--- config.mk ---
export PLATFORM = sky130hd
export DESIGN_NAME = rgb_to_gray_blend_core
export DESIGN_NICKNAME = d
export VERILOG_FILES = /design/src/hdl/rgbg_pkg.sv /design/src/hdl/rgbg_gray.sv /design/src/hdl/rgbg_blend.sv /design/src/hdl/rgb_to_gray_blend_core.sv
export SDC_FILE = /design/constraint.sdc
export NUM_CORES = 1
export LEC_CHECK = 0
export BUFFER_PORTS_ARGS = -buffer_cell sky130_fd_sc_hd__buf_2
export CAP_MARGIN = 5
export CORE_ASPECT_RATIO = 0.5
export CORE_MARGIN = 4
export CORE_UTILIZATION = 58
export DETAILED_ROUTE_END_ITERATION = 16
export GPL_TIMING_DRIVEN = 0
export PLACE_DENSITY_LB_ADDON = 0.2
export SLEW_MARGIN = 20
export SYNTH_ARGS = -nofsm -noshare
export SYNTH_HDL_FRONTEND = slang
export SYNTH_HIERARCHICAL = 1
export SYNTH_SLANG_ARGS = --single-unit
--- constraint.sdc ---
create_clock -name clock -period 10.8 [get_ports clock]
set_clock_uncertainty 0.15 [all_clocks]
set_input_delay 2.16 -clock clock [delete_from_list [all_inputs] [get_ports clock]]
set_output_delay 2.16 -clock clock [all_outputs]
set_load 0.005 [all_outputs]
--- src/hdl/rgbg_pkg.sv ---
// Shared types and constants for the RGB to gray blend core.
// No dependencies; imported by every module of the core.
package rgbg_pkg;

   localparam int CHANNEL_BITS = 8;
   localparam logic [CHANNEL_BITS-1:0] CHMAX = '1;

   localparam int PIX_BITS   = 4 * CHANNEL_BITS;
   localparam int TDATA_BITS = ((PIX_BITS + 7) / 8) * 8;

   localparam int MODE_BITS     = 3;
   localparam int BLEND_BITS    = 9;
   localparam int CSR_ADDR_BITS = 1;
   localparam int CSR_DATA_BITS = BLEND_BITS;

   localparam logic [CSR_ADDR_BITS-1:0] CSR_MODE_SEL = 1'd0;
   localparam logic [CSR_ADDR_BITS-1:0] CSR_BLEND_Q8 = 1'd1;

   localparam logic [MODE_BITS-1:0] MODE_LUMA      = 3'd0;
   localparam logic [MODE_BITS-1:0] MODE_LIGHTNESS = 3'd1;
   localparam logic [MODE_BITS-1:0] MODE_AVERAGE   = 3'd2;
   localparam logic [MODE_BITS-1:0] MODE_RED       = 3'd3;
   localparam logic [MODE_BITS-1:0] MODE_GREEN     = 3'd4;
   localparam logic [MODE_BITS-1:0] MODE_BLUE      = 3'd5;
   localparam logic [MODE_BITS-1:0] MODE_MAX       = 3'd6;

   localparam logic [BLEND_BITS-1:0] BLEND_ONE  = 9'd256;
   localparam int                    BLEND_FRAC = 8;
   localparam int                    BLEND_HALF = 128;

   // luma weights, Q16
   localparam int W_RED   = 19589;
   localparam int W_GREEN = 38443;
   localparam int W_BLUE  = 7503;
   localparam int LUMA_FRAC   = 16;
   localparam int LUMA_R_BITS = CHANNEL_BITS + 15;
   localparam int LUMA_G_BITS = CHANNEL_BITS + 16;
   localparam int LUMA_B_BITS = CHANNEL_BITS + 13;
   localparam int LUMA_BITS   = CHANNEL_BITS + LUMA_FRAC;

   // divide by three: floor(x * ceil(2^k/3) / 2^k), exact for x < 2^(k-1)
   localparam int SUM3_BITS  = CHANNEL_BITS + 2;
   localparam int DIV3_SHIFT = SUM3_BITS + 1;
   localparam int DIV3_MUL   = ((1 << DIV3_SHIFT) + 2) / 3;
   localparam int DIV3_BITS  = SUM3_BITS + DIV3_SHIFT;

   localparam int MIX_PROD_BITS = CHANNEL_BITS + BLEND_BITS;
   localparam int MIX_SUM_BITS  = MIX_PROD_BITS + 1;

   typedef struct packed {
      logic [CHANNEL_BITS-1:0] alpha;
      logic [CHANNEL_BITS-1:0] blue;
      logic [CHANNEL_BITS-1:0] green;
      logic [CHANNEL_BITS-1:0] red;
   } pix_type;

   typedef struct packed {
      logic [LUMA_R_BITS-1:0]  prod_r;
      logic [LUMA_G_BITS-1:0]  prod_g;
      logic [LUMA_B_BITS-1:0]  prod_b;
      logic [CHANNEL_BITS-1:0] max_c;
      logic [CHANNEL_BITS-1:0] min_c;
      logic [SUM3_BITS-1:0]    sum3;
      pix_type                 pix;
   } gray_s1_type;

   typedef struct packed {
      logic [CHANNEL_BITS-1:0] gray;
      pix_type                 pix;
   } gray_pix_type;

   typedef struct packed {
      logic [MIX_PROD_BITS-1:0] prod_r;
      logic [MIX_PROD_BITS-1:0] prod_g;
      logic [MIX_PROD_BITS-1:0] prod_b;
      logic [MIX_PROD_BITS-1:0] prod_gray;
      logic [CHANNEL_BITS-1:0]  alpha;
   } mix_s3_type;

endpackage

--- src/hdl/rgbg_gray.sv ---
// Gray level stages: weighted products, extremes and channel sum, then mode select.
// Depends on rgbg_pkg.
module rgbg_gray (
   input  logic                              clock,
   input  logic                              reset,
   input  logic                              adv,
   input  logic                              in_valid,
   input  rgbg_pkg::pix_type                 in_pix,
   input  logic [rgbg_pkg::MODE_BITS-1:0]    mode_sel,
   output logic                              out_valid,
   output rgbg_pkg::gray_pix_type            out_item
);
   import rgbg_pkg::*;

   logic                    s1_valid_ff;
   gray_s1_type             s1_ff;
   gray_s1_type             s1_in;
   logic                    s2_valid_ff;
   gray_pix_type            s2_ff;
   gray_pix_type            s2_in;
   logic [CHANNEL_BITS-1:0] max_rg;
   logic [CHANNEL_BITS-1:0] min_rg;
   logic [LUMA_BITS-1:0]    luma_sum;
   logic [CHANNEL_BITS:0]   light_sum;
   logic [DIV3_BITS-1:0]    avg_prod;

   always_comb begin
      max_rg = (in_pix.red > in_pix.green) ? in_pix.red : in_pix.green;
      min_rg = (in_pix.red < in_pix.green) ? in_pix.red : in_pix.green;
      s1_in.max_c  = (max_rg > in_pix.blue) ? max_rg : in_pix.blue;
      s1_in.min_c  = (min_rg < in_pix.blue) ? min_rg : in_pix.blue;
      s1_in.prod_r = LUMA_R_BITS'(in_pix.red) * LUMA_R_BITS'(W_RED);
      s1_in.prod_g = LUMA_G_BITS'(in_pix.green) * LUMA_G_BITS'(W_GREEN);
      s1_in.prod_b = LUMA_B_BITS'(in_pix.blue) * LUMA_B_BITS'(W_BLUE);
      s1_in.sum3   = SUM3_BITS'(in_pix.red) + SUM3_BITS'(in_pix.green)
                   + SUM3_BITS'(in_pix.blue);
      s1_in.pix    = in_pix;
   end

   always_comb begin
      luma_sum  = LUMA_BITS'(s1_ff.prod_r) + LUMA_BITS'(s1_ff.prod_g)
                + LUMA_BITS'(s1_ff.prod_b);
      light_sum = (CHANNEL_BITS+1)'(s1_ff.max_c) + (CHANNEL_BITS+1)'(s1_ff.min_c);
      avg_prod  = DIV3_BITS'(s1_ff.sum3) * DIV3_BITS'(DIV3_MUL);
      s2_in.pix = s1_ff.pix;
      unique case (mode_sel)
         MODE_LIGHTNESS: s2_in.gray = light_sum[CHANNEL_BITS:1];
         MODE_AVERAGE:   s2_in.gray = avg_prod[DIV3_SHIFT +: CHANNEL_BITS];
         MODE_RED:       s2_in.gray = s1_ff.pix.red;
         MODE_GREEN:     s2_in.gray = s1_ff.pix.green;
         MODE_BLUE:      s2_in.gray = s1_ff.pix.blue;
         MODE_MAX:       s2_in.gray = s1_ff.max_c;
         default:        s2_in.gray = luma_sum[LUMA_FRAC +: CHANNEL_BITS];
      endcase
   end

   always_ff @(posedge clock) begin
      if (reset) begin
         s1_valid_ff <= 1'b0;
         s2_valid_ff <= 1'b0;
      end else if (adv) begin
         s1_valid_ff <= in_valid;
         s2_valid_ff <= s1_valid_ff;
      end
   end

   always_ff @(posedge clock) begin
      if (adv) begin
         s1_ff <= s1_in;
         s2_ff <= s2_in;
      end
   end

   assign out_valid = s2_valid_ff;
   assign out_item  = s2_ff;

endmodule

--- src/hdl/rgbg_blend.sv ---
// Blend stages: weight colour and gray by the blend share, then round and hold the result.
// Depends on rgbg_pkg.
module rgbg_blend (
   input  logic                              clock,
   input  logic                              reset,
   input  logic                              adv,
   input  logic                              in_valid,
   input  rgbg_pkg::gray_pix_type            in_item,
   input  logic [rgbg_pkg::BLEND_BITS-1:0]   blend_q8,
   output logic                              out_valid,
   output rgbg_pkg::pix_type                 out_pix
);
   import rgbg_pkg::*;

   logic                   s3_valid_ff;
   mix_s3_type             s3_ff;
   mix_s3_type             s3_in;
   logic                   s4_valid_ff;
   pix_type                s4_ff;
   pix_type                s4_in;
   logic [BLEND_BITS-1:0]  keep;
   logic [BLEND_BITS-1:0]  drop;
   logic [MIX_SUM_BITS-1:0] sum_r;
   logic [MIX_SUM_BITS-1:0] sum_g;
   logic [MIX_SUM_BITS-1:0] sum_b;

   always_comb begin
      keep = (blend_q8 > BLEND_ONE) ? BLEND_ONE : blend_q8;
      drop = BLEND_ONE - keep;
      s3_in.prod_r    = MIX_PROD_BITS'(in_item.pix.red) * MIX_PROD_BITS'(keep);
      s3_in.prod_g    = MIX_PROD_BITS'(in_item.pix.green) * MIX_PROD_BITS'(keep);
      s3_in.prod_b    = MIX_PROD_BITS'(in_item.pix.blue) * MIX_PROD_BITS'(keep);
      s3_in.prod_gray = MIX_PROD_BITS'(in_item.gray) * MIX_PROD_BITS'(drop);
      s3_in.alpha     = in_item.pix.alpha;
   end

   always_comb begin
      sum_r = MIX_SUM_BITS'(s3_ff.prod_r) + MIX_SUM_BITS'(s3_ff.prod_gray)
            + MIX_SUM_BITS'(BLEND_HALF);
      sum_g = MIX_SUM_BITS'(s3_ff.prod_g) + MIX_SUM_BITS'(s3_ff.prod_gray)
            + MIX_SUM_BITS'(BLEND_HALF);
      sum_b = MIX_SUM_BITS'(s3_ff.prod_b) + MIX_SUM_BITS'(s3_ff.prod_gray)
            + MIX_SUM_BITS'(BLEND_HALF);
      s4_in.red   = sum_r[BLEND_FRAC +: CHANNEL_BITS];
      s4_in.green = sum_g[BLEND_FRAC +: CHANNEL_BITS];
      s4_in.blue  = sum_b[BLEND_FRAC +: CHANNEL_BITS];
      s4_in.alpha = s3_ff.alpha;
   end

   always_ff @(posedge clock) begin
      if (reset) begin
         s3_valid_ff <= 1'b0;
         s4_valid_ff <= 1'b0;
      end else if (adv) begin
         s3_valid_ff <= in_valid;
         s4_valid_ff <= s3_valid_ff;
      end
   end

   always_ff @(posedge clock) begin
      if (adv) begin
         s3_ff <= s3_in;
         s4_ff <= s4_in;
      end
   end

   assign out_valid = s4_valid_ff;
   assign out_pix   = s4_ff;

endmodule

--- src/hdl/rgb_to_gray_blend_core.sv ---
// Top level of the RGB to gray blend core: stream ports, register file, stage hookup.
// Depends on rgbg_pkg, rgbg_gray and rgbg_blend.
//
// Usage:
//   req_* takes one RGBA pixel per item, rsp_* gives one blended pixel per item,
//   in the same order. csr_* writes the gray mode (index 0) and blend_q8 (index 1);
//   write them only while no item is in flight.
//   From acceptance to rsp_tvalid an item passes four registered stages: weighted products,
//   gray select, blend products, round into the output register.
//   Throughput is one item per cycle unless rsp_tready stalls; the four stages advance together.
//   When rsp_tready is low with a result held, all stages hold and req_tready
//   drops; nothing is lost or repeated. Bubbles in the pipe hold as well.
//   Reset (synchronous) clears all stage valid bits, the gray mode to luma and
//   blend_q8 to zero (pure gray).
module rgb_to_gray_blend_core (
   input  logic                                  clock,
   input  logic                                  reset,
   input  logic                                  req_tvalid,
   output logic                                  req_tready,
   // red, green, blue, alpha from bit 0 up, zero filled to whole bytes
   input  logic [rgbg_pkg::TDATA_BITS-1:0]       req_tdata,
   output logic                                  rsp_tvalid,
   input  logic                                  rsp_tready,
   // red, green, blue, alpha from bit 0 up, zero filled to whole bytes
   output logic [rgbg_pkg::TDATA_BITS-1:0]       rsp_tdata,
   input  logic                                  csr_we,
   input  logic [rgbg_pkg::CSR_ADDR_BITS-1:0]    csr_addr,
   input  logic [rgbg_pkg::CSR_DATA_BITS-1:0]    csr_wdata
);
   import rgbg_pkg::*;

   logic [MODE_BITS-1:0]  mode_sel_ff;
   logic [MODE_BITS-1:0]  mode_sel_in;
   logic [BLEND_BITS-1:0] blend_ff;
   logic [BLEND_BITS-1:0] blend_in;
   logic                  adv;
   logic                  gray_valid;
   gray_pix_type          gray_item;
   pix_type               in_pix;
   pix_type               out_pix;
   logic                  out_valid;

   always_comb begin
      mode_sel_in = mode_sel_ff;
      blend_in    = blend_ff;
      if (csr_we) begin
         unique case (csr_addr)
            CSR_MODE_SEL: mode_sel_in = csr_wdata[MODE_BITS-1:0];
            CSR_BLEND_Q8: blend_in    = csr_wdata[BLEND_BITS-1:0];
            default: ;
         endcase
      end
   end

   always_ff @(posedge clock) begin
      if (reset) begin
         mode_sel_ff <= MODE_LUMA;
         blend_ff    <= '0;
      end else begin
         mode_sel_ff <= mode_sel_in;
         blend_ff    <= blend_in;
      end
   end

   assign adv        = !out_valid || rsp_tready;
   assign req_tready = adv;
   assign in_pix     = req_tdata[PIX_BITS-1:0];

   rgbg_gray u_gray (
      .clock     (clock),
      .reset     (reset),
      .adv       (adv),
      .in_valid  (req_tvalid),
      .in_pix    (in_pix),
      .mode_sel  (mode_sel_ff),
      .out_valid (gray_valid),
      .out_item  (gray_item)
   );

   rgbg_blend u_blend (
      .clock     (clock),
      .reset     (reset),
      .adv       (adv),
      .in_valid  (gray_valid),
      .in_item   (gray_item),
      .blend_q8  (blend_ff),
      .out_valid (out_valid),
      .out_pix   (out_pix)
   );

   assign rsp_tvalid = out_valid;
   assign rsp_tdata  = TDATA_BITS'(out_pix);

`ifndef ASSERT_OFF
   a_ready_when_empty: assert property (@(posedge clock) disable iff (reset)
      !rsp_tvalid |-> req_tready)
      else $error("input stalled with empty output register");

   a_alpha_through: assert property (@(posedge clock) disable iff (reset)
      rsp_tvalid && $past(req_tvalid && req_tready, 4) && $past(adv, 1)
         && $past(adv, 2) && $past(adv, 3) && !$past(reset, 1) && !$past(reset, 2)
         && !$past(reset, 3) && !$past(reset, 4)
      |-> rsp_tdata[PIX_BITS-1 -: CHANNEL_BITS]
          == $past(req_tdata[PIX_BITS-1 -: CHANNEL_BITS], 4))
      else $error("alpha changed on its way through");

   a_full_blend_through: assert property (@(posedge clock) disable iff (reset)
      rsp_tvalid && $past(req_tvalid && req_tready, 4) && $past(adv, 1)
         && $past(adv, 2) && $past(adv, 3) && !$past(reset, 1) && !$past(reset, 2)
         && !$past(reset, 3) && !$past(reset, 4)
         && !$past(csr_we, 1) && !$past(csr_we, 2) && !$past(csr_we, 3)
         && !$past(csr_we, 4) && (blend_ff >= BLEND_ONE)
      |-> rsp_tdata[PIX_BITS-1:0] == $past(req_tdata[PIX_BITS-1:0], 4))
      else $error("full blend share did not pass the pixel unchanged");

   a_zero_blend_gray: assert property (@(posedge clock) disable iff (reset)
      rsp_tvalid && (blend_ff == '0)
      |-> (rsp_tdata[CHANNEL_BITS +: CHANNEL_BITS] == rsp_tdata[CHANNEL_BITS-1:0])
          && (rsp_tdata[2*CHANNEL_BITS +: CHANNEL_BITS] == rsp_tdata[CHANNEL_BITS-1:0])
          || $past(csr_we, 1) || $past(csr_we, 2) || $past(csr_we, 3)
          || $past(csr_we, 4) || $past(csr_we, 5))
      else $error("zero blend share gave unequal colour channels");
`endif

endmodule
==> results of run 1 <==
[final cells by class]
class / count / area, sq um / share of cell area
repair buffers: 84 / 510 / 0.0157
clock buffers: 32 / 737 / 0.0227
multi-input cells: 2014 / 19900 / 0.613
clock inverters: 19 / 209 / 0.00644
well taps: 690 / 863 / 0.0266
flip-flops and latches: 282 / 8310 / 0.256
inverters: 462 / 1730 / 0.0535
plain buffers: 41 / 191 / 0.00590
[stage by stage]
| stage | std cells | setup WS (ps) |
|---|---|---|
| after floorplan | 2799 | 2900 |
| after global placement | 3569 | 867 |
| after detailed placement | 3573 | 3890 |
| after CTS | 3624 | 4200 |
| after global routing | 3624 | 3950 |
| final | 3624 | 4220 |
[metal layers]
metal	global-route usage	routed length (um)
met5	0	13
met4	0.0653	1920
met2	0.398	30100
met3	0.0344	3370
met1	0.332	29700
[power groups by stage]
stage	Combinational [mW]	Clock (mW)	Sequential (mW)
after floorplan	4.40	0	1.84
after global placement	5.62	0	1.96
after detailed placement	5.81	0	1.96
after CTS	5.89	1.05	1.94
after global routing	6.75	1.10	1.97
final	5.90	1.03	1.94
[kinds of logic (layout without fill, tap and decap cells)]
group,count (synthesis),in the layout,share of synthesized area
AOI/OAI and AO/OA,388,388,0.0888
xor gates and xnor gates,153,153,0.0445
adders and majority gates,795,795,0.399
buffers and inverters,503,638,0.0640
DFF,282,282,0.276
muxes,56,56,0.0198
and+or+nand+nor,622,622,0.108
[critical path: stages, from the launching register on]
cell and delay [ps]:
dfxtp_1 370, and2b_1 470, clkbuf_1 540, inv_1 90, ha_1 260, nand2_1 90
xor2_1 530, and2_1 240, fa_1 440, fa_1 520, fa_1 560, inv_1 60
fa_1 530, inv_1 50, ha_1 320, or2_2 300, a21oi_1 140, a21oi_1 130
a311o_1 380, xnor2_1 150
[layout by cell type, fill, tap and decap left out, types with 16 or more instances in the layout]
cell       instances
a211oi_1          16
a21o_1            46
a21oi_1           92
and2_1           208
buf_2             83
clkbuf_1          31
clkbuf_16         29
dfxtp_1           16
edfxtp_1         266
fa_1             275
ha_1             520
inv_1            462
mux2_2            28
mux2i_1           28
nand2_1          157
nand2b_1          17
nand3_1           32
nor2_1            99
nor2b_1           24
nor3_1            21
o21a_1            27
o21ai_0           64
o21bai_1          26
xnor2_1          120
xor2_1            33
[flip-flops by register name, indices dropped and copies added (netlist names), 3 cells and up]
| name | cells |
|---|---|
| blend_ff | 9 |
| mode_sel_ff | 3 |
| u_blend/out_pix | 32 |
| u_blend/s3_ff | 72 |
| u_gray/out_item | 40 |
| u_gray/s1_ff | 122 |
[final timing paths]
check / from / endpoint / slack (ps) / cells after the start
worst max-delay path: blend_ff[8]$_SDFFE_PP0P_ / u_blend/s3_ff[23]$_DFFE_PP_ / 4220 / 19
worst min-delay path: u_gray/s1_ff[27]$_DFFE_PP_ / u_gray/out_item[27]$_DFFE_PP_ / 270 / 0
worst max register to register: blend_ff[8]$_SDFFE_PP0P_ / u_blend/s3_ff[23]$_DFFE_PP_ / 4220 / 19
worst min register to register: u_gray/s1_ff[27]$_DFFE_PP_ / u_gray/out_item[27]$_DFFE_PP_ / 270 / 0
==> impl_metrics.toml, run 1 <==
[timing]
setup-tns-final_ps = 0
final-setup-viol-count = 0
final.min_clock_period_ps = 6580
holdWs_ps = 265
fmax_ghz = 0.152
slew_of_the_pin_with_the_lowest_slew_margin_ps = 815
final_max_slew_viol_count = 0
finalHoldViolations = 0
grt_setup_unrepaired = "false"
worst_rel_slew_slack = 0.453
final_min_period_over_clock_period = 0.609

[finish]
summed_area_of_non_filler_cells_in_the_final_layout_sq_um = 32400
final_core_util = 0.638
area_growth_pct = 7.73
final.fill_count = 4087
num_antenna_cells = 0
final_layout_size_suffix_gt1_frac = 0.0678
layout.nets = 3756

[global_route]
grt_max_degree = 60
global_route_wire_length_before_repair_um = 107000
groute.usage.overall = 0.240
grt_antenna_before_repair = 1
grt_overflow = 0
via_count_of_the_first_global_routing_pass = 20600

[placed_design]
post_dp_cell_area_sq_um = 31500
numPortBuffers = 80
globalplace.congestion = 0.879
dp_hpwl_um = 51700

[pwr]
pwr-share-seq = 0.219
ir_worst_vdd_uv = 290
power.combinational.fraction = 0.665
switching_share = 0.453
finalPower_mw = 8.87
leakagePower_nw = 15.9
p_int_mw = 4.85
power.clock.fraction = 0.116
switchingPower_mw = 4.02
power_per_cell_area_nw_per_um2 = 274

[setup_path]
critPathRequiredTime_ps = 10980
setup.worst_path.end_class = "flop"
worstSetupStartpointType = "flop"
criticalPathCategory = "reg -> reg"
endpoint_arrival_time_on_the_critical_path_ps = 6760
path_max_fanout = 10

[clocking]
postCtsResizedCells = 0
cts_max_path_buffers = 3
tritoncts_clock_tree = "yes"
post-cts-setup-buffers = 0
clock-root-buffer = "clkbuf_16"
insertion_delay_ps = 600
clock_buffer_count_from_cts = 29
clock_edge_transition_at_the_registers_on_the_reported_setup_and_hold_paths_ps = 60
postCtsHoldBufs = 0
cts-htree-levels = 1
clock-sinks = 282

[floorplan]
die_width_um = 330
core_region_area_sq_um = 50800
ios = 81
rows = 58
die_height_um = 169
design.die.area_sq_um = 55800
starting_density_of_the_core = 0.592

[detailed_routing]
initialDrtViolationCount = 1218
wirelength_um = 65100
drt-wirelength-per-cell_um = 18.0
post-route-drc-count = 0
antenna_violating_nets_post_route = 0
vias = 20300
vias_per_cell = 5.59
drt-pass1-iter-count = 5

[logic_synthesis]
synth-warning-count = 6
synth_ff_type = "edfxtp_1"
synth_area_per_cell_sq_um = 10.8
ys_top_cells_by_count = "ha_1 (520), inv_1 (462), fa_1 (275)"
synthDistinctLibCells = 84
synthArstFlopShare = 0
ys_seq_elements = 282
synthesis.instances = 2799
synth-edff-count = 266
netlist.area_leader.share = 0.265
post_synth_instance_area_sq_um = 30100
yosys.area.top_type = "edfxtp_1"
ys_seq_area_frac = 0.276
synthesis.nets = 3641
synth.area.top_cells = "edfxtp_1 (27%), ha_1 (22%), fa_1 (18%)"
synth_most_common_cell = "ha_1"

[status]
outcome = "complete, no violations"

[job]
max_cap_viol_count = 0

[min_path]
worst_hold_path_type = "reg -> reg"
(Power assumes the default switching activity.)
==> inputs of run 2 (changes only) <==
ABC_AREA = 1   (was default)
clock period = 5.7 ns   (was 10.8 ns; I/O delays follow)
==> run 2 against run 1 <==
  * Area after synthesis is 4.8% higher
  * Critical path depth is the same
  * Synthesized cell count up 26%
  * Cell count grew 21%
  * Total power up 120%
  * Highest routed layer unchanged
==> impl_metrics.toml, run 2 <==
[placed_design]
detailedPlace.worstSlack_ps = -274
globalplace.congestion = 0.937
dp_hpwl_um = 60300
numPortBuffers = 80

[floorplan]
die_width_um = 338
ios = 81
rows = 60
die_height_um = 173
starting_density_of_the_core = 0.587
design.die.area_sq_um = 58400
core_region_area_sq_um = 53800

[logic_synthesis]
synth_ff_type = "edfxtp_1"
synthDistinctLibCells = 54
synthesis.nets = 4376
synthAdderAreaFrac = 0.381
mux_contribution_to_synthesized_area = 0
synth_most_common_cell = "inv_1"
area_fraction_in_and_or_nand_and_nor_cells_after_synthesis = 0.155
netlist.area_leader.share = 0.253
synth_top_family_by_area = "adder cells"
ys_top_cells_by_count = "inv_1 (681), nand2_1 (591), ha_1 (520)"
synth-xor-area-share = 0.0386
synth-edff-count = 266
synthesis.instances = 3534
synthArstFlopShare = 0
ys_seq_area_frac = 0.263
synth_area_per_cell_sq_um = 8.93
yosys.area.top_type = "edfxtp_1"
compound_cell_area_share_of_the_yosys_netlist = 0.0772
post_synth_instance_area_sq_um = 31600
ys_seq_elements = 282
synth.area.top_cells = "edfxtp_1 (25%), ha_1 (21%), fa_1 (17%)"
synth-warning-count = 6

[setup_path]
worstSetupStartpointType = "flop"
setup.worst_path.end_class = "flop"
critPathRequiredTime_ps = 5880
endpoint_arrival_time_on_the_critical_path_ps = 5610
criticalPathCategory = "reg -> reg"
path_max_fanout = 10

[finish]
most_common_cell_after_layout_fill_and_taps_aside = "inv_1"
area_growth_pct = 7.21
final_layout_size_suffix_gt1_frac = 0.0524
largest_register_ff_count = 122
num_antenna_cells = 0
final_core_util = 0.629
final.fill_count = 4615
mostFrequentLayoutCells = "inv_1 (679), nand2_1 (589), ha_1 (519)"
layout.nets = 4486
max_flop_register = "u_gray/s1_ff"

[status]
outcome = "complete, no violations"

[min_path]
worst_hold_path_type = "reg -> reg"

[pwr]
leakagePower_nw = 17.8
power_per_cell_area_nw_per_um2 = 580
ir_worst_vdd_uv = 709

[timing]
final_min_period_over_clock_period = 0.953
finalHoldViolations = 0
final.min_clock_period_ps = 5430
slew_of_the_pin_with_the_lowest_slew_margin_ps = 737
final-setup-viol-count = 0
worst_rel_slew_slack = 0.509
grt_setup_unrepaired = "false"
final_max_slew_viol_count = 0
setup_slack_of_the_critical_path_after_layout_ps = 268
fmax_ghz = 0.184

[clocking]
insertion_delay_ps = 600
clock_buffer_count_from_cts = 29
clock_edge_transition_at_the_registers_on_the_reported_setup_and_hold_paths_ps = 70
clock-root-buffer = "clkbuf_16"
cts-htree-levels = 1
clock-sinks = 282
tritoncts_clock_tree = "yes"
postCtsHoldBufs = 0
cts_max_path_buffers = 3

[detailed_routing]
vias_per_cell = 5.44
initialDrtViolationCount = 1396
drt-pass1-iter-count = 5
antenna_violating_nets_post_route = 0
post-route-drc-count = 0
wirelength_um = 73000
drt-wirelength-per-cell_um = 16.7
vias = 23800

[global_route]
via_count_of_the_first_global_routing_pass = 23400
grt_antenna_before_repair = 1
groute.usage.overall = 0.254
grt_max_degree = 102
global_route_wire_length_before_repair_um = 120000
grt_overflow = 0

[job]
max_cap_viol_count = 0
## run 2: cell count changes after synthesis, moves of 28 or more
| cell | change |
|---|---|
| xnor2_1 | -65 |
| and2_1 | -207 |
| mux2_2 | -28 |
| a21oi_1 | +115 |
| nor2_1 | +234 |
| nand3_1 | +135 |
| nand2_1 | +434 |
| inv_1 | +219 |
| o21ai_0 | +44 |
| xor2_1 | +51 |
| mux2i_1 | -28 |
## run 2: critical path, cell delays in order (launching register included)
cell	delay, ps
dfxtp_1	340
inv_2	200
nand2_1	240
inv_1	230
clkbuf_2	350
nand2_1	130
fa_1	500
fa_1	540
inv_1	50
fa_1	520
inv_1	50
fa_1	580
inv_1	50
ha_1	360
a21oi_1	170
o21ai_0	130
a21oi_1	220
nor2_1	80
o21ai_0	150
nand2_1	100
## run 2: cells by family (layout without fill, tap and decap cells)
group	count (synthesis)	in the layout
xor+xnor	139	139
flops	282	282
buf+inv	712	843
compound gates	428	428
simple gates	1178	1178
fa+ha+maj	795	795
## run 2: final timing paths
kind                                                      end  slack, ps                       start  depth (start not counted)
worst max-delay path              u_blend/s3_ff[72]$_DFFE_PP_        270    blend_ff[8]$_SDFFE_PP0P_                         19
worst min-delay path            u_blend/out_pix[27]$_DFFE_PP_        270  u_blend/s3_ff[3]$_DFFE_PP_                          0
worst max register to register    u_blend/s3_ff[72]$_DFFE_PP_        270    blend_ff[8]$_SDFFE_PP0P_                         19
worst min register to register  u_blend/out_pix[27]$_DFFE_PP_        270  u_blend/s3_ff[3]$_DFFE_PP_                          0
## run 2: repair_timing
| action | 4_1_cts | 5_1_grt |
|---|---|---|
| gates resized for setup | 1 | 19 |
| setup endpoints to repair | 7 | 9 |
| setup buffers | 0 | 0 |
## run 2: per-stage QoR
step / std cells / setup TNS (ps) / power (mW) / area (sq um) / hold WS [ps]
after floorplan: 3534 / 0 / 14.2 / 31600 / 250
after global placement: 4327 / -186300 / 17.4 / 32800 / 251
after detailed placement: 4329 / -1110 / 17.7 / 32900 / 255
after CTS: 4380 / 0 / 19.6 / 33800 / 268
after global routing: 4378 / 0 / 22.0 / 33800 / 273
final: 4378 / 0 / 19.6 / 33800 / 267
## run 2: layout make-up
cell class	count	area [sq um]	share of cell area
Timing Repair Buffer	82	455	0.0135
Clock inverter	17	143	0.00422
Buffer	23	121	0.00359
Multi-Input combinational cell	2540	20600	0.608
Clock buffer	35	748	0.0221
Sequential cell	282	8310	0.246
Inverter	686	2580	0.0762
Tap cell	713	892	0.0264
## run 2: per-layer routing
layer,GRT usage,share of wire,up-vias
met5,0,0.00018,-
met4,0.0722,0.031,2
met3,0.0327,0.051,128
met2,0.416,0.46,590
met1,0.358,0.46,11300
li1,-,-,11800
## run 2: where the power goes
group | internal [mW] | switching (mW) | total (mW)
Sequential | 3.19 | 0.446 | 3.64
Clock | 0.989 | 0.841 | 1.83
Combinational | 5.33 | 8.83 | 14.2
==> inputs of run 3 (changes only) <==
CORE_MARGIN = 2   (was 4)
==> run 3 against run 2 <==
  * Cell count is essentially flat
  * Sequential cell count is the same
  * Largest cell class unchanged
  * Combinational power is essentially flat
  * Sequential share of layout area shrank 0.072 points
  * First-iteration DRC count grew 7.2%
==> impl_metrics.toml, run 3 (synthesized netlist as in run 2, its figures left out) <==
[floorplan]
die_width_um = 334
ios = 81
starting_density_of_the_core = 0.587
die_height_um = 169
design.die.area_sq_um = 56400
rows = 60
core_region_area_sq_um = 53800

[clocking]
cts_max_path_buffers = 3
postCtsHoldBufs = 0
clock-root-buffer = "clkbuf_16"
clock_edge_transition_at_the_registers_on_the_reported_setup_and_hold_paths_ps = 70
clock_buffer_count_from_cts = 29
tritoncts_clock_tree = "yes"
insertion_delay_ps = 610
post-cts-setup-buffers = 0
clock-sinks = 282
cts-htree-levels = 1

[setup_path]
critPathMostFrequentCell = "inv_1"
wp_buf_inv = 7
rr_startpoint = "blend_ff[8]$_SDFFE_PP0P_"
critical_path.max_stage_delay_ps = 530
reg2regPathDepth = 22
setup.worst_path.end_class = "flop"
critPathSlowestCell = "fa_1"
endpoint_arrival_time_on_the_critical_path_ps = 5590
worstSetupStartpointType = "flop"
worstPathCellList = "inv_4 > nand2_2 > clkinvlp_4 > o21ai_0 > nand2_1 > inv_1 > nand2_1 > fa_1 > fa_1 > inv_1 > fa_1 > inv_1 > fa_1 > inv_1 > ha_1 > inv_1 > nor3_1 > nand2_1 > nand3_1 > nand3_1 > nand3_1 > nand2_1"
timing.critical_path.max_delay_family = "adder cells"
critPathRequiredTime_ps = 5910
path_max_fanout = 10
regToRegEndpoint = "u_blend/s3_ff[21]$_DFFE_PP_"
rrSetupSlack_ps = 320
criticalPathCategory = "reg -> reg"

[min_path]
worstHoldEndpoint = "u_blend/s3_ff[1]$_DFFE_PP_"
worst_hold_path_type = "reg -> reg"
hold_start = "u_gray/out_item[25]$_DFFE_PP_"
worst_hold_path.num_cells = 0

[placed_design]
numPlacedInstances = 4329
globalplace.congestion = 0.924
numPortBuffers = 80
post_dp_cell_area_sq_um = 32900
dp_hpwl_um = 60200
detailedPlace.worstSlack_ps = -295

[detailed_routing]
antenna_violating_nets_post_route = 0
drt-wirelength-per-cell_um = 16.6
post-route-drc-count = 0
wirelength_um = 72600
drt-pass1-iter-count = 6
vias = 23700
initialDrtViolationCount = 1496
vias_per_cell = 5.40

[timing]
final-setup-viol-count = 0
finalHoldViolations = 0
holdWs_ps = 272
final_min_period_over_clock_period = 0.944
final.min_clock_period_ps = 5380
setup-tns-final_ps = 0
setup_slack_of_the_critical_path_after_layout_ps = 320
worst_rel_slew_slack = 0.554
slew_of_the_pin_with_the_lowest_slew_margin_ps = 669
final_max_slew_viol_count = 0
fmax_ghz = 0.186

[finish]
multi_input_comb_area_sq_um = 20600
most_common_cell_after_layout_fill_and_taps_aside = "inv_1"
final_layout_size_suffix_gt1_frac = 0.0526
summed_area_of_non_filler_cells_in_the_final_layout_sq_um = 33900
max_flop_register = "u_gray/s1_ff"
final_core_util = 0.631
final.fill_count = 4534
largest_register_ff_count = 122
finalNonFillerCells = 4381
layout.nets = 4486
area_growth_pct = 7.52
mostFrequentLayoutCells = "inv_1 (681), nand2_1 (589), ha_1 (519)"
ff_latch_area_sq_um = 8310

[pwr]
ir_worst_vdd_uv = 807
finalPower_mw = 19.7
power_per_cell_area_nw_per_um2 = 581
leakagePower_nw = 17.8

[global_route]
groute.usage.overall = 0.265
grt_overflow = 0
via_count_of_the_first_global_routing_pass = 23400
grt_antenna_before_repair = 1
global_route_wire_length_before_repair_um = 119000
grt_max_degree = 107

[status]
outcome = "complete, no violations"

[job]
max_cap_viol_count = 0
-- run 3: changes by cell type in the layout (fill, tap and decap cells not counted), sizes merged --
cell | before | now
diode | 0 | 1
buf | 95 | 93
clkbuf | 45 | 48
clkinv | 11 | 8
bufinv | 1 | 2
clkinvlp | 4 | 5
inv | 687 | 689
-- run 3: worst max-delay path by stage --
| stage | from | endpoint | slack [ps] | depth (start not counted) |
|---|---|---|---|---|
| 6_report | blend_ff[8]$_SDFFE_PP0P_ | u_blend/s3_ff[21]$_DFFE_PP_ | 320 | 22 |
| 5_1_grt | blend_ff[8]$_SDFFE_PP0P_ | u_blend/s3_ff[54]$_DFFE_PP_ | -1 | 19 |
| 4_1_cts | blend_ff[8]$_SDFFE_PP0P_ | u_blend/s3_ff[54]$_DFFE_PP_ | 100 | 19 |
| 3_5_place_dp | blend_ff[8]$_SDFFE_PP0P_ | u_blend/s3_ff[21]$_DFFE_PP_ | -300 | 23 |
| 3_3_place_gp | rsp_tready | req_tready | -1810 | 4 |
| 2_1_floorplan | rsp_tready | req_tready | 30 | 2 |
-- run 3: cell type report --
class,instances,area share
diodes,1,0.0000738
flip-flops and latches,282,0.245
inverters,686,0.0761
clock buffers,36,0.0234
repair buffers,82,0.0134
multi-input cells,2540,0.607
well taps,713,0.0263
clock inverters,18,0.00527
plain buffers,23,0.00361
-- run 3: layer usage --
| metal | track usage | routed length, um | vias up |
|---|---|---|---|
| met2 | 0.450 | 33900 | 617 |
| li1 | - | - | 11800 |
| met1 | 0.365 | 33200 | 11200 |
| met5 | 0 | 0 | - |
| met4 | 0.0621 | 1620 | 0 |
| met3 | 0.0344 | 3950 | 93 |
-- run 3: timing repair --
item / CTS / global route
hold endpoints to repair: 0 / 0
setup endpoints to repair: 7 / 12
cloned: 0 / 0
gates resized for setup: 0 / 20
-- run 3: report_power, final --
part	switching (mW)	internal, mW	leakage (nW)
logic	8.82	5.31	14.3
clock network	0.869	1.09	0.468
registers	0.442	3.19	3.02
total	10.1	9.59	17.8
